===== src/hdl/dmc_pkg.sv =====
package dmc_pkg;

    // Cache geometry. All sizes are powers of two.
    localparam int NUM_LINES   = 8;
    localparam int BLOCK_BYTES = 4;
    localparam int NUM_BLOCKS  = 32;
    localparam int COUNT_WIDTH = 16;

    localparam int OFF_W      = $clog2(BLOCK_BYTES);
    localparam int LINE_W     = $clog2(NUM_LINES);
    localparam int BLK_W      = $clog2(NUM_BLOCKS);
    localparam int TAG_W      = BLK_W - LINE_W;
    localparam int ADDR_W     = BLK_W + OFF_W;
    localparam int BLOCK_BITS = 8 * BLOCK_BYTES;

    // Commands from the controller to the datapath.
    typedef struct packed {
        logic capture;  // latch the request and read both arrays
        logic commit;   // update the cache, memory and counters, load the result
    } dmc_cmd_t;

    // Status from the datapath to the controller.
    typedef struct packed {
        logic out_ready;  // the result register can take a new beat this cycle
    } dmc_status_t;

endpackage


===== src/hdl/direct_mapped_write_through_cache.sv =====
// Direct-mapped, write-through, write-allocate cache in front of a small
// backing memory. Each input beat is one read or write access to a byte
// address (req_type, address, write_data); each output beat reports whether
// the access hit, the byte held at that address before the access, the block
// and line numbers, and four saturating hit and miss counters as they stand
// after the access.
// Both channels use valid and stall: a beat moves on a rising edge where
// valid is high and stall is low. An access goes through capture, which
// latches the request and reads one block of the backing memory and one
// cache line, and commit, which updates line, tag, memory and counters and
// loads the result register that drives the outputs. A new request is
// taken only after the previous access has committed, as the controller
// accepts requests only in its idle state.
// The result register decouples the sides: a new request is taken while a
// finished result is still stalled, and the commit of that request waits
// until the output register is free. Reset clears the controller, the line
// valid bits, the counters and the per-block valid bits that make the
// backing memory read as zero until written; no clearing pass is needed.
module direct_mapped_write_through_cache import dmc_pkg::*; (
    input  logic                   clk,
    input  logic                   rst_n,
    input  logic                   in_valid,
    output logic                   in_stall,
    input  logic                   req_type,
    input  logic [ADDR_W-1:0]      address,
    input  logic [7:0]             write_data,
    output logic                   out_valid,
    input  logic                   out_stall,
    output logic                   hit,
    output logic [7:0]             old_data,
    output logic [BLK_W-1:0]       block_number,
    output logic [LINE_W-1:0]      line_index,
    output logic [COUNT_WIDTH-1:0] read_hits,
    output logic [COUNT_WIDTH-1:0] read_misses,
    output logic [COUNT_WIDTH-1:0] write_hits,
    output logic [COUNT_WIDTH-1:0] write_misses
);

    dmc_cmd_t    cmd;
    dmc_status_t status;

    // The controller sequences each access through capture and commit.
    dmc_ctrl u_ctrl (
        .clk      (clk),
        .rst_n    (rst_n),
        .in_valid (in_valid),
        .in_stall (in_stall),
        .status   (status),
        .cmd      (cmd)
    );

    // The datapath holds the arrays, the counters and the result register.
    dmc_dp u_dp (
        .clk          (clk),
        .rst_n        (rst_n),
        .cmd          (cmd),
        .status       (status),
        .req_type     (req_type),
        .address      (address),
        .write_data   (write_data),
        .out_valid    (out_valid),
        .out_stall    (out_stall),
        .hit          (hit),
        .old_data     (old_data),
        .block_number (block_number),
        .line_index   (line_index),
        .read_hits    (read_hits),
        .read_misses  (read_misses),
        .write_hits   (write_hits),
        .write_misses (write_misses)
    );

endmodule


===== src/hdl/dmc_ctrl.sv =====
module dmc_ctrl import dmc_pkg::*; (
    input  logic        clk,
    input  logic        rst_n,
    input  logic        in_valid,
    output logic        in_stall,
    input  dmc_status_t status,
    output dmc_cmd_t    cmd
);

    typedef enum logic [1:0] {
        S_IDLE   = 2'b01,
        S_UPDATE = 2'b10
    } state_t;

    state_t state_reg;
    state_t state_next;

    // A request is taken only in the idle state.
    assign in_stall    = (state_reg != S_IDLE);
    assign cmd.capture = (state_reg == S_IDLE) && in_valid;
    assign cmd.commit  = (state_reg == S_UPDATE) && status.out_ready;

    always_comb
    begin
        state_next = state_reg;
        unique case (state_reg)
            S_IDLE:
            begin
                if (in_valid)
                begin
                    state_next = S_UPDATE;
                end
            end
            S_UPDATE:
            begin
                if (status.out_ready)
                begin
                    state_next = S_IDLE;
                end
            end
            default:
            begin
                state_next = S_IDLE;
            end
        endcase
    end

    always_ff @(posedge clk or negedge rst_n)
    begin
        if (!rst_n)
        begin
            state_reg <= S_IDLE;
        end
        else
        begin
            state_reg <= state_next;
        end
    end

endmodule


===== src/hdl/dmc_dp.sv =====
module dmc_dp import dmc_pkg::*; (
    input  logic                   clk,
    input  logic                   rst_n,
    input  dmc_cmd_t               cmd,
    output dmc_status_t            status,
    input  logic                   req_type,
    input  logic [ADDR_W-1:0]      address,
    input  logic [7:0]             write_data,
    output logic                   out_valid,
    input  logic                   out_stall,
    output logic                   hit,
    output logic [7:0]             old_data,
    output logic [BLK_W-1:0]       block_number,
    output logic [LINE_W-1:0]      line_index,
    output logic [COUNT_WIDTH-1:0] read_hits,
    output logic [COUNT_WIDTH-1:0] read_misses,
    output logic [COUNT_WIDTH-1:0] write_hits,
    output logic [COUNT_WIDTH-1:0] write_misses
);

    // Request latched at capture.
    logic              req_write_reg;
    logic [ADDR_W-1:0] req_addr_reg;
    logic [7:0]        req_wdata_reg;

    logic [BLK_W-1:0]  req_blk;
    logic [LINE_W-1:0] req_line;
    logic [TAG_W-1:0]  req_tag;
    logic [OFF_W-1:0]  req_off;
    logic [BLK_W-1:0]  in_blk;
    logic [LINE_W-1:0] in_line;

    // Block-wide arrays and their registered read data.
    logic [BLOCK_BITS-1:0] mem_array  [NUM_BLOCKS];
    logic [BLOCK_BITS-1:0] line_array [NUM_LINES];
    logic [BLOCK_BITS-1:0] mem_rd_reg;
    logic [BLOCK_BITS-1:0] line_rd_reg;
    logic                  mem_ok_reg;
    logic [NUM_BLOCKS-1:0] mem_valid_reg;

    logic [TAG_W-1:0]     line_tag_reg [NUM_LINES];
    logic [NUM_LINES-1:0] line_valid_reg;

    logic [COUNT_WIDTH-1:0] rh_reg, rm_reg, wh_reg, wm_reg;

    logic              out_valid_reg;
    logic              hit_reg;
    logic [7:0]        old_reg;
    logic [BLK_W-1:0]  blk_reg;
    logic [LINE_W-1:0] line_reg;

    logic                  hit_now;
    logic [BLOCK_BITS-1:0] mem_row;
    logic [BLOCK_BITS-1:0] base_row;
    logic [BLOCK_BITS-1:0] line_wr;
    logic [BLOCK_BITS-1:0] mem_wr;
    logic [7:0]            old_now;

    assign req_blk  = req_addr_reg[ADDR_W-1:OFF_W];
    assign req_line = req_blk[LINE_W-1:0];
    assign req_tag  = req_blk[BLK_W-1:LINE_W];
    assign req_off  = req_addr_reg[OFF_W-1:0];
    assign in_blk   = address[ADDR_W-1:OFF_W];
    assign in_line  = in_blk[LINE_W-1:0];

    assign status.out_ready = !out_valid_reg || !out_stall;

    // A memory row never written reads as zero through its per-block valid bit.
    assign mem_row  = mem_ok_reg ? mem_rd_reg : '0;
    assign hit_now  = line_valid_reg[req_line] && (line_tag_reg[req_line] == req_tag);
    assign base_row = hit_now ? line_rd_reg : mem_row;

    always_comb
    begin
        old_now = '0;
        line_wr = base_row;
        mem_wr  = mem_row;
        for (int b = 0; b < BLOCK_BYTES; b++)
        begin
            if (req_off == OFF_W'(b))
            begin
                old_now = base_row[b*8 +: 8];
                if (req_write_reg)
                begin
                    line_wr[b*8 +: 8] = req_wdata_reg;
                    mem_wr[b*8 +: 8]  = req_wdata_reg;
                end
            end
        end
    end

    always_ff @(posedge clk)
    begin
        if (cmd.capture)
        begin
            req_write_reg <= req_type;
            req_addr_reg  <= address;
            req_wdata_reg <= write_data;
            mem_rd_reg    <= mem_array[in_blk];
            mem_ok_reg    <= mem_valid_reg[in_blk];
            line_rd_reg   <= line_array[in_line];
        end
        if (cmd.commit)
        begin
            line_array[req_line]   <= line_wr;
            line_tag_reg[req_line] <= req_tag;
            if (req_write_reg)
            begin
                mem_array[req_blk] <= mem_wr;
            end
            hit_reg  <= hit_now;
            old_reg  <= old_now;
            blk_reg  <= req_blk;
            line_reg <= req_line;
        end
    end

    always_ff @(posedge clk or negedge rst_n)
    begin
        if (!rst_n)
        begin
            mem_valid_reg  <= '0;
            line_valid_reg <= '0;
            rh_reg         <= '0;
            rm_reg         <= '0;
            wh_reg         <= '0;
            wm_reg         <= '0;
            out_valid_reg  <= 1'b0;
        end
        else
        begin
            if (cmd.commit)
            begin
                out_valid_reg            <= 1'b1;
                line_valid_reg[req_line] <= 1'b1;
                if (req_write_reg)
                begin
                    mem_valid_reg[req_blk] <= 1'b1;
                    if (hit_now && !(&wh_reg))
                    begin
                        wh_reg <= wh_reg + 1'b1;
                    end
                    if (!hit_now && !(&wm_reg))
                    begin
                        wm_reg <= wm_reg + 1'b1;
                    end
                end
                else
                begin
                    if (hit_now && !(&rh_reg))
                    begin
                        rh_reg <= rh_reg + 1'b1;
                    end
                    if (!hit_now && !(&rm_reg))
                    begin
                        rm_reg <= rm_reg + 1'b1;
                    end
                end
            end
            else if (!out_stall)
            begin
                out_valid_reg <= 1'b0;
            end
        end
    end

    // Counters change only at a commit, which happens only when the result
    // register is empty or its result leaves, so they are driven straight from their registers.
    assign out_valid    = out_valid_reg;
    assign hit          = hit_reg;
    assign old_data     = old_reg;
    assign block_number = blk_reg;
    assign line_index   = line_reg;
    assign read_hits    = rh_reg;
    assign read_misses  = rm_reg;
    assign write_hits   = wh_reg;
    assign write_misses = wm_reg;

    a_no_overwrite: assert property (@(posedge clk) disable iff (!rst_n)
        cmd.commit |-> !(out_valid_reg && out_stall))
        else $error("result register overwritten while stalled");

    a_commit_shows: assert property (@(posedge clk) disable iff (!rst_n)
        cmd.commit |=> out_valid_reg)
        else $error("commit did not present a result");

    a_line_filled: assert property (@(posedge clk) disable iff (!rst_n)
        cmd.commit |=> line_valid_reg[req_line])
        else $error("accessed line not valid after commit");

    a_no_double: assert property (@(posedge clk) disable iff (!rst_n)
        !(cmd.capture && cmd.commit))
        else $error("capture and commit in the same cycle");

endmodule

===== config.mk =====
export PLATFORM = sky130hd
export DESIGN_NAME = direct_mapped_write_through_cache
export DESIGN_NICKNAME = d
export VERILOG_FILES = /design/src/hdl/dmc_pkg.sv /design/src/hdl/direct_mapped_write_through_cache.sv /design/src/hdl/dmc_ctrl.sv /design/src/hdl/dmc_dp.sv
export SDC_FILE = /design/constraint.sdc
export NUM_CORES = 1
export LEC_CHECK = 0
export BUFFER_PORTS_ARGS = -buffer_cell sky130_fd_sc_hd__buf_2
export CAP_MARGIN = 20
export CORE_AREA = 2 2 346 348
export CTS_BUF_LIST = sky130_fd_sc_hd__clkbuf_4
export DETAILED_ROUTE_END_ITERATION = 7
export DIE_AREA = 0 0 348 350
export GPL_ROUTABILITY_DRIVEN = 0
export PLACE_DENSITY_LB_ADDON = 0.3
export SYNTH_ARGS = -nofsm -noshare
export SYNTH_HDL_FRONTEND = slang
export SYNTH_HIERARCHICAL = 1
export SYNTH_SLANG_ARGS = --single-unit
export TNS_END_PERCENT = 5

===== constraint.sdc =====
create_clock -name clk -period 4.2 [get_ports clk]
set_input_delay 0.42 -clock clk [delete_from_list [all_inputs] [get_ports clk]]
set_output_delay 0.42 -clock clk [all_outputs]
set_load 0.1 [all_outputs]

# After elaboration in Yosys (flattened, before gate mapping)
# Memory sizes are Yosys's and may differ from the RTL's. A register that Yosys moved wholly into a read port is not among the register bits.
# Index checks and enable logic that the tools add are counted.
[word_totals] n_memories=3 inputBits=20 word_cells=110 regBits=141 ramBits=1296 output_inout_bits=83
[op_classes] add_sub_neg=4 n_mux=41 eq_ne=10 reduce_logical=28 n_bitwise=3 magnitude_cmp=5
[mem_list] name="u_dp.mem_array" depth=32 width=32 rd=1 rd_ports_with_merged_regs=1 write_ports=1 line="dmc_dp.sv:34" source="logic [BLOCK_BITS-1:0] mem_array [NUM_BLOCKS];"
[mem_list] name="u_dp.line_array" depth=8 width=32 rd=1 rd_ports_with_merged_regs=1 write_ports=1 line="dmc_dp.sv:35" source="logic [BLOCK_BITS-1:0] line_array [NUM_LINES];"
[mem_list] name="u_dp.line_tag_reg" depth=8 width=2 rd=1 rd_ports_with_merged_regs=1 write_ports=1 line="dmc_dp.sv:41" source="logic [TAG_W-1:0] line_tag_reg [NUM_LINES];"
[ops] operator="$mux W8" count=20
[ops] operator="$add A16 B1 Y16 const B" count=4
[ops] operator="$mux W32" count=2
[ops] operator="$reduce_and A16 Y1" count=4
[ops] operator="$or A32 B32 Y32" count=1
[ops] operator="$lt A5 B6 Y1 const B" count=2
[ops] operator="$reduce_and A3 Y1" count=4
[ops] operator="$mux W1" count=11
[ops] operator="$logic_and A1 B1 Y1" count=9
[ops] operator="$or A8 B8 Y8" count=1
[ops] operator="$logic_not A1 Y1" count=7
[ops] operator="$eq A2 B2 Y1 const B" count=3
[ops] operator="$ne A2 B1 Y1 const B" count=3
[ops] operator="$bmux W1 S5" count=1
[ops] operator="$demux W1 S5" count=1
[ops] operator="$ge A5 B1 Y1 const B" count=1
[ops] operator="$eq A2 B1 Y1 const B" count=2
[ops] operator="$lt A3 B4 Y1 const B" count=1
[ops] operator="$mux W2" count=2
[ops] operator="$pmux W2 S2" count=1
[ops] operator="$reduce_and A2 Y1" count=2
[ops] operator="$bmux W1 S3" count=1
[ops] operator="$demux W1 S3" count=1
[ops] operator="$ge A3 B1 Y1 const B" count=1
[ops] operator="other kinds (6)" count=6

# Longest topological paths before layout
[depth] depth_word=8 mapped_depth=11 depth_no_buf=7

# By module
# Netlist, hierarchy kept.
[modules_own_cells] mod="dmc_dp" seq_area_each_um2=44457.6 n_inst=1 cells_each=2784 area_per_inst_um2=58603.7
[modules_own_cells] mod="dmc_ctrl" seq_area_each_um2=51.3 n_inst=1 cells_each=8 area_per_inst_um2=91.3

# Worst setup path after synthesis
# Ideal clock, no wire load.
[synth_path] kind="register to register" startpoint="register u_dp.out_valid_reg (netlist: u_dp/out_valid)" endpoint="memory u_dp/line_array[2][0] (netlist name) (enable)" setup_time_ns=0.469 arrival_time_ns=4.111 required_time_ns=3.731 slack_ns=-0.380 path_buffers=0 synth_period_minus_slack_ns=4.580 stages_incl_launch_ff=5 path_cell_list="dfrtp_1 nand2_1 and3b_1 nand2_1 nor3_1"
[synth_lines] element="start: declaration" line="dmc_dp.sv:46" source="logic out_valid_reg;"
[synth_lines] element="start signal: assignment" line="dmc_dp.sv:128" source="out_valid_reg <= 1'b0;"
[synth_lines] element="start signal: assignment" line="dmc_dp.sv:134" source="out_valid_reg <= 1'b1;"
[synth_lines] element="start signal: assignment" line="dmc_dp.sv:162" source="out_valid_reg <= 1'b0;"
[synth_lines] element="end: declaration" line="dmc_dp.sv:35"

==> results.md <==
* Actual slew at the worst max-slew pin at 1.138 ns
* Total routing usage reported by global routing at roughly a quarter
* Post-Synthesis Cells at 2792
* Cells after DPL at 4367
* Number of flip-flops in the largest register at 1024
* Total Wirelength at 148800 um
* Pwr dens at 464.6 nW/um2
* CP Capture Type: flop
* Hold Fails Final Rpt at 0
* Slowest stage cell, crit path: sky130_fd_sc_hd__buf_4
* Post-DP HPWL at 78100 um
* First-iteration detailed-routing DRC count at around 4000
* Worst min-delay path category: in -> async
* Commonest register cell after synthesis: sky130_fd_sc_hd__edfxtp_1
* Number of flops mapped to enable cells by yosys at 1391
* Number of distinct standard cells referenced by the synthesized netlist at 46
* Number of fillers in the final layout at about 8700
* Detailed-route wire length per cell at 29.47 um
* Largest register by flop count: u_dp/mem_array
* Top flop regs: u_dp/mem_array (1024), u_dp/line_array (256)
* Share of the clock period used by the worst path after layout at 78.67%
* Number of maximum-capacitance violations at 0
* Area delta synth->final at 13.97%
* Number of I/O port buffers at between 100 and 150
* Unrepaired setup endpoints after global routing: no
* Vias per cell at 6.172
* CP peak stage delay at 0.65 ns
* Total Nets Final at 3280
* Max Fclk at 0.3027 GHz
* Final Core Density at about 57%
* Number of global-route vias before repair at 32010
* Status: completed
* Inserted Clock Buffers at 385
* Leak Pwr at roughly 23 nW
* Clock Sinks at 1501
* Wire length of the first global-routing pass at 214700 um
* Register clock-pin slew on the reported worst setup and hold paths at 0.06 ns
* Share of the yosys chip area belonging to registers at 75.83%
* Clk_lat worst skew at between 1 and 1.5 ns
* Residual overflow from global routing at 0
* Post-cts gate resize count at 0
* Post-route non-filler standard cell count at 5050
* Maximum number of pins on one net before global-route repair at 97
* Remaining antenna violation count after routing at 0
* Worst-path cell chain: mux2i_1 > mux4_2 > or2_2 > nand3_2 > buf_4 > nand3_1 > a31oi_1
* Largest voltage drop on the vdd net at 371.3 uV
* Routed via count at approximately 31000
* TritonRoute pass-1 iters at 5
* Full die area at about 120000 um2
* Req. time, crit path at just over 5 ns
* Count of pins on the block boundary at 103
* Minimum clock period at around 3.3 ns
* Signal arrival time at the worst endpoint at 4.23 ns
* Starting Density at 49.84%
* Syn Std Cell Area at 58700 um2
* Worst slew margin relative to its limit at about a quarter
* Syn Area/Cell at roughly 21 um2
* Max Buffers Root-to-Sink at 4
* Buffers & Inverters on Critical Path at 1
* Final count of pins violating max slew at 0
* Total nets after synthesis at 2816
* Die span in x at ~350 um
* Max H-tree Level at 5
* Register bit count reported by yosys at 1501
* Type of the worst setup path: reg -> reg
* Initial antenna violation count at 3
* Crit-path leading delay family: multiplexers
* Fraction of layout cells with a size suffix above 1 at between 30% and 40%
* Remaining DRCs at 0
* Finish-stage setup viols at 0
* Asr flop ratio synth at 7.129%
* Floorplan core area at 117800 um2
* Count of warnings emitted by yosys at 6
* Height of the die at 350 um
* Maximum net fanout on the critical path at 62
* Crit path launch type: flop
* CTS tree: done
* Number of cell rows at 126
* Post-Route Skew at 0.08004 ns
* Cell at the root of the clock tree: sky130_fd_sc_hd__clkbuf_4
## worst min-delay path, stage by stage
cell and delay, ns:
sky130_fd_sc_hd__dlygate4sd3_1 0.52, sky130_fd_sc_hd__dlygate4sd3_1 0.54, sky130_fd_sc_hd__buf_4 0.17
## what timing repair did
action                    CTS  global route
hold endpoints to repair  195             0
hold buffers               33             0
buffers inserted            0             0
## cells by family after synthesis
group / count (synthesis) / synth area share (%)
AO/OA/AOI/OAI: 48 / 0.5031
XOR/XNOR: 62 / 0.9252
adder cells (fa/ha/maj): 4 / 0.08527
buffers and inverters: 171 / 1.185
flip-flops: 1501 / 75.83
multiplexers: 508 / 17.34
AND/OR/NAND/NOR: 498 / 4.129
## final cells by class
| class | instances | area, um2 | share of cell area (%) |
|---|---|---|---|
| clock inverters | 109 | 498.0 | 0.7444 |
| multi-input cells | 1120 | 13820 | 20.66 |
| inverters | 5 | 18.77 | 0.02806 |
| repair buffers | 243 | 2138 | 3.197 |
| flip-flops and latches | 1501 | 44510 | 66.54 |
| clock buffers | 529 | 3971 | 5.937 |
| diodes | 7 | 17.52 | 0.02619 |
| well taps | 1536 | 1922 | 2.873 |
## per-layer routing
metal / routed length (um) / part of all wire, % / vias to the layer above / track usage [%]
met5: 0 / 0 / - / 0
met1: 56190 / 38 / 16430 / 33.10
met4: 4727 / 3.2 / 0 / 10.12
met2: 73240 / 49 / 1780 / 40.09
li1: - / - / 12650 / -
met3: 14690 / 9.9 / 308 / 5.438
## through the flow
stage | cell area, um2 | setup slack, ns | TNS, ns | hold WS [ns] | power [mW]
floorplan | 58700 | -0.3772 | -13.16 | 0.1244 | 19.01
global placement | 61970 | 1.088 | 0 | 0.4452 | 19.69
detailed placement | 61990 | 0.9776 | 0 | 0.4554 | 19.80
CTS | 66810 | 0.9345 | 0 | 0.1383 | 31.36
global route | 66890 | 0.7163 | 0 | 0.2022 | 32.24
finish | 66890 | 0.8959 | 0 | 0.2519 | 31.08
## path summary, 6_finish.rpt
check                                  startpoint                endpoint  slack (ns)  cells past startpoint
min reg2reg                u_dp/mem_valid_reg[15]  u_dp/mem_valid_reg[15]        0.47                      1
min                                         rst_n     u_ctrl/state_reg[0]        0.25                      3
max                                          flop  u_dp/line_array[5][31]        0.90                      7
min in group clk                    write_data[7]   u_dp/req_wdata_reg[7]        0.44                      3
max reg2reg                                  flop  u_dp/line_array[5][31]        0.90                      7
max in group asynchronous                   rst_n     u_dp/read_misses[4]        3.36                      4
## cell usage in the layout, fill, tap and decap left out, drive strengths merged, types with 32 or more instances in the layout
master	n
buf	211
dfrtp	106
nor2	81
a31oi	32
nand3	118
nand2	155
edfxtp	1391
mux2i	38
mux2	71
mux4	399
or2	42
clkbuf	529
dlygate4sd3	32
clkinv	103
xnor2	43
## cells in the mapped netlist (18+ instances only)
master / n / area share, %
sky130_fd_sc_hd__mux2i_1: 37 / 0.63
sky130_fd_sc_hd__buf_1: 29 / 0.19
sky130_fd_sc_hd__mux2_2: 71 / 1.4
sky130_fd_sc_hd__nand3_1: 117 / 1.0
sky130_fd_sc_hd__clkbuf_1: 119 / 0.76
sky130_fd_sc_hd__xnor2_1: 43 / 0.64
sky130_fd_sc_hd__xor2_1: 19 / 0.28
sky130_fd_sc_hd__a31oi_1: 32 / 0.34
sky130_fd_sc_hd__dfrtp_1: 106 / 4.5
sky130_fd_sc_hd__and3_1: 18 / 0.19
sky130_fd_sc_hd__nand2_1: 155 / 0.99
sky130_fd_sc_hd__nand4_1: 23 / 0.25
sky130_fd_sc_hd__edfxtp_1: 1391 / 71
sky130_fd_sc_hd__or2_2: 42 / 0.45
sky130_fd_sc_hd__mux4_2: 399 / 15
sky130_fd_sc_hd__nor2_1: 81 / 0.52
## report_power, final
group	total, mW	internal [mW]	switching [mW]
combinational	2.39	0.807	1.58
sequential	17.1	16.9	0.265
clock	11.6	5.91	5.64
total	31.1	23.6	7.48
No activity file was read; power rests on OpenSTA's default activity.
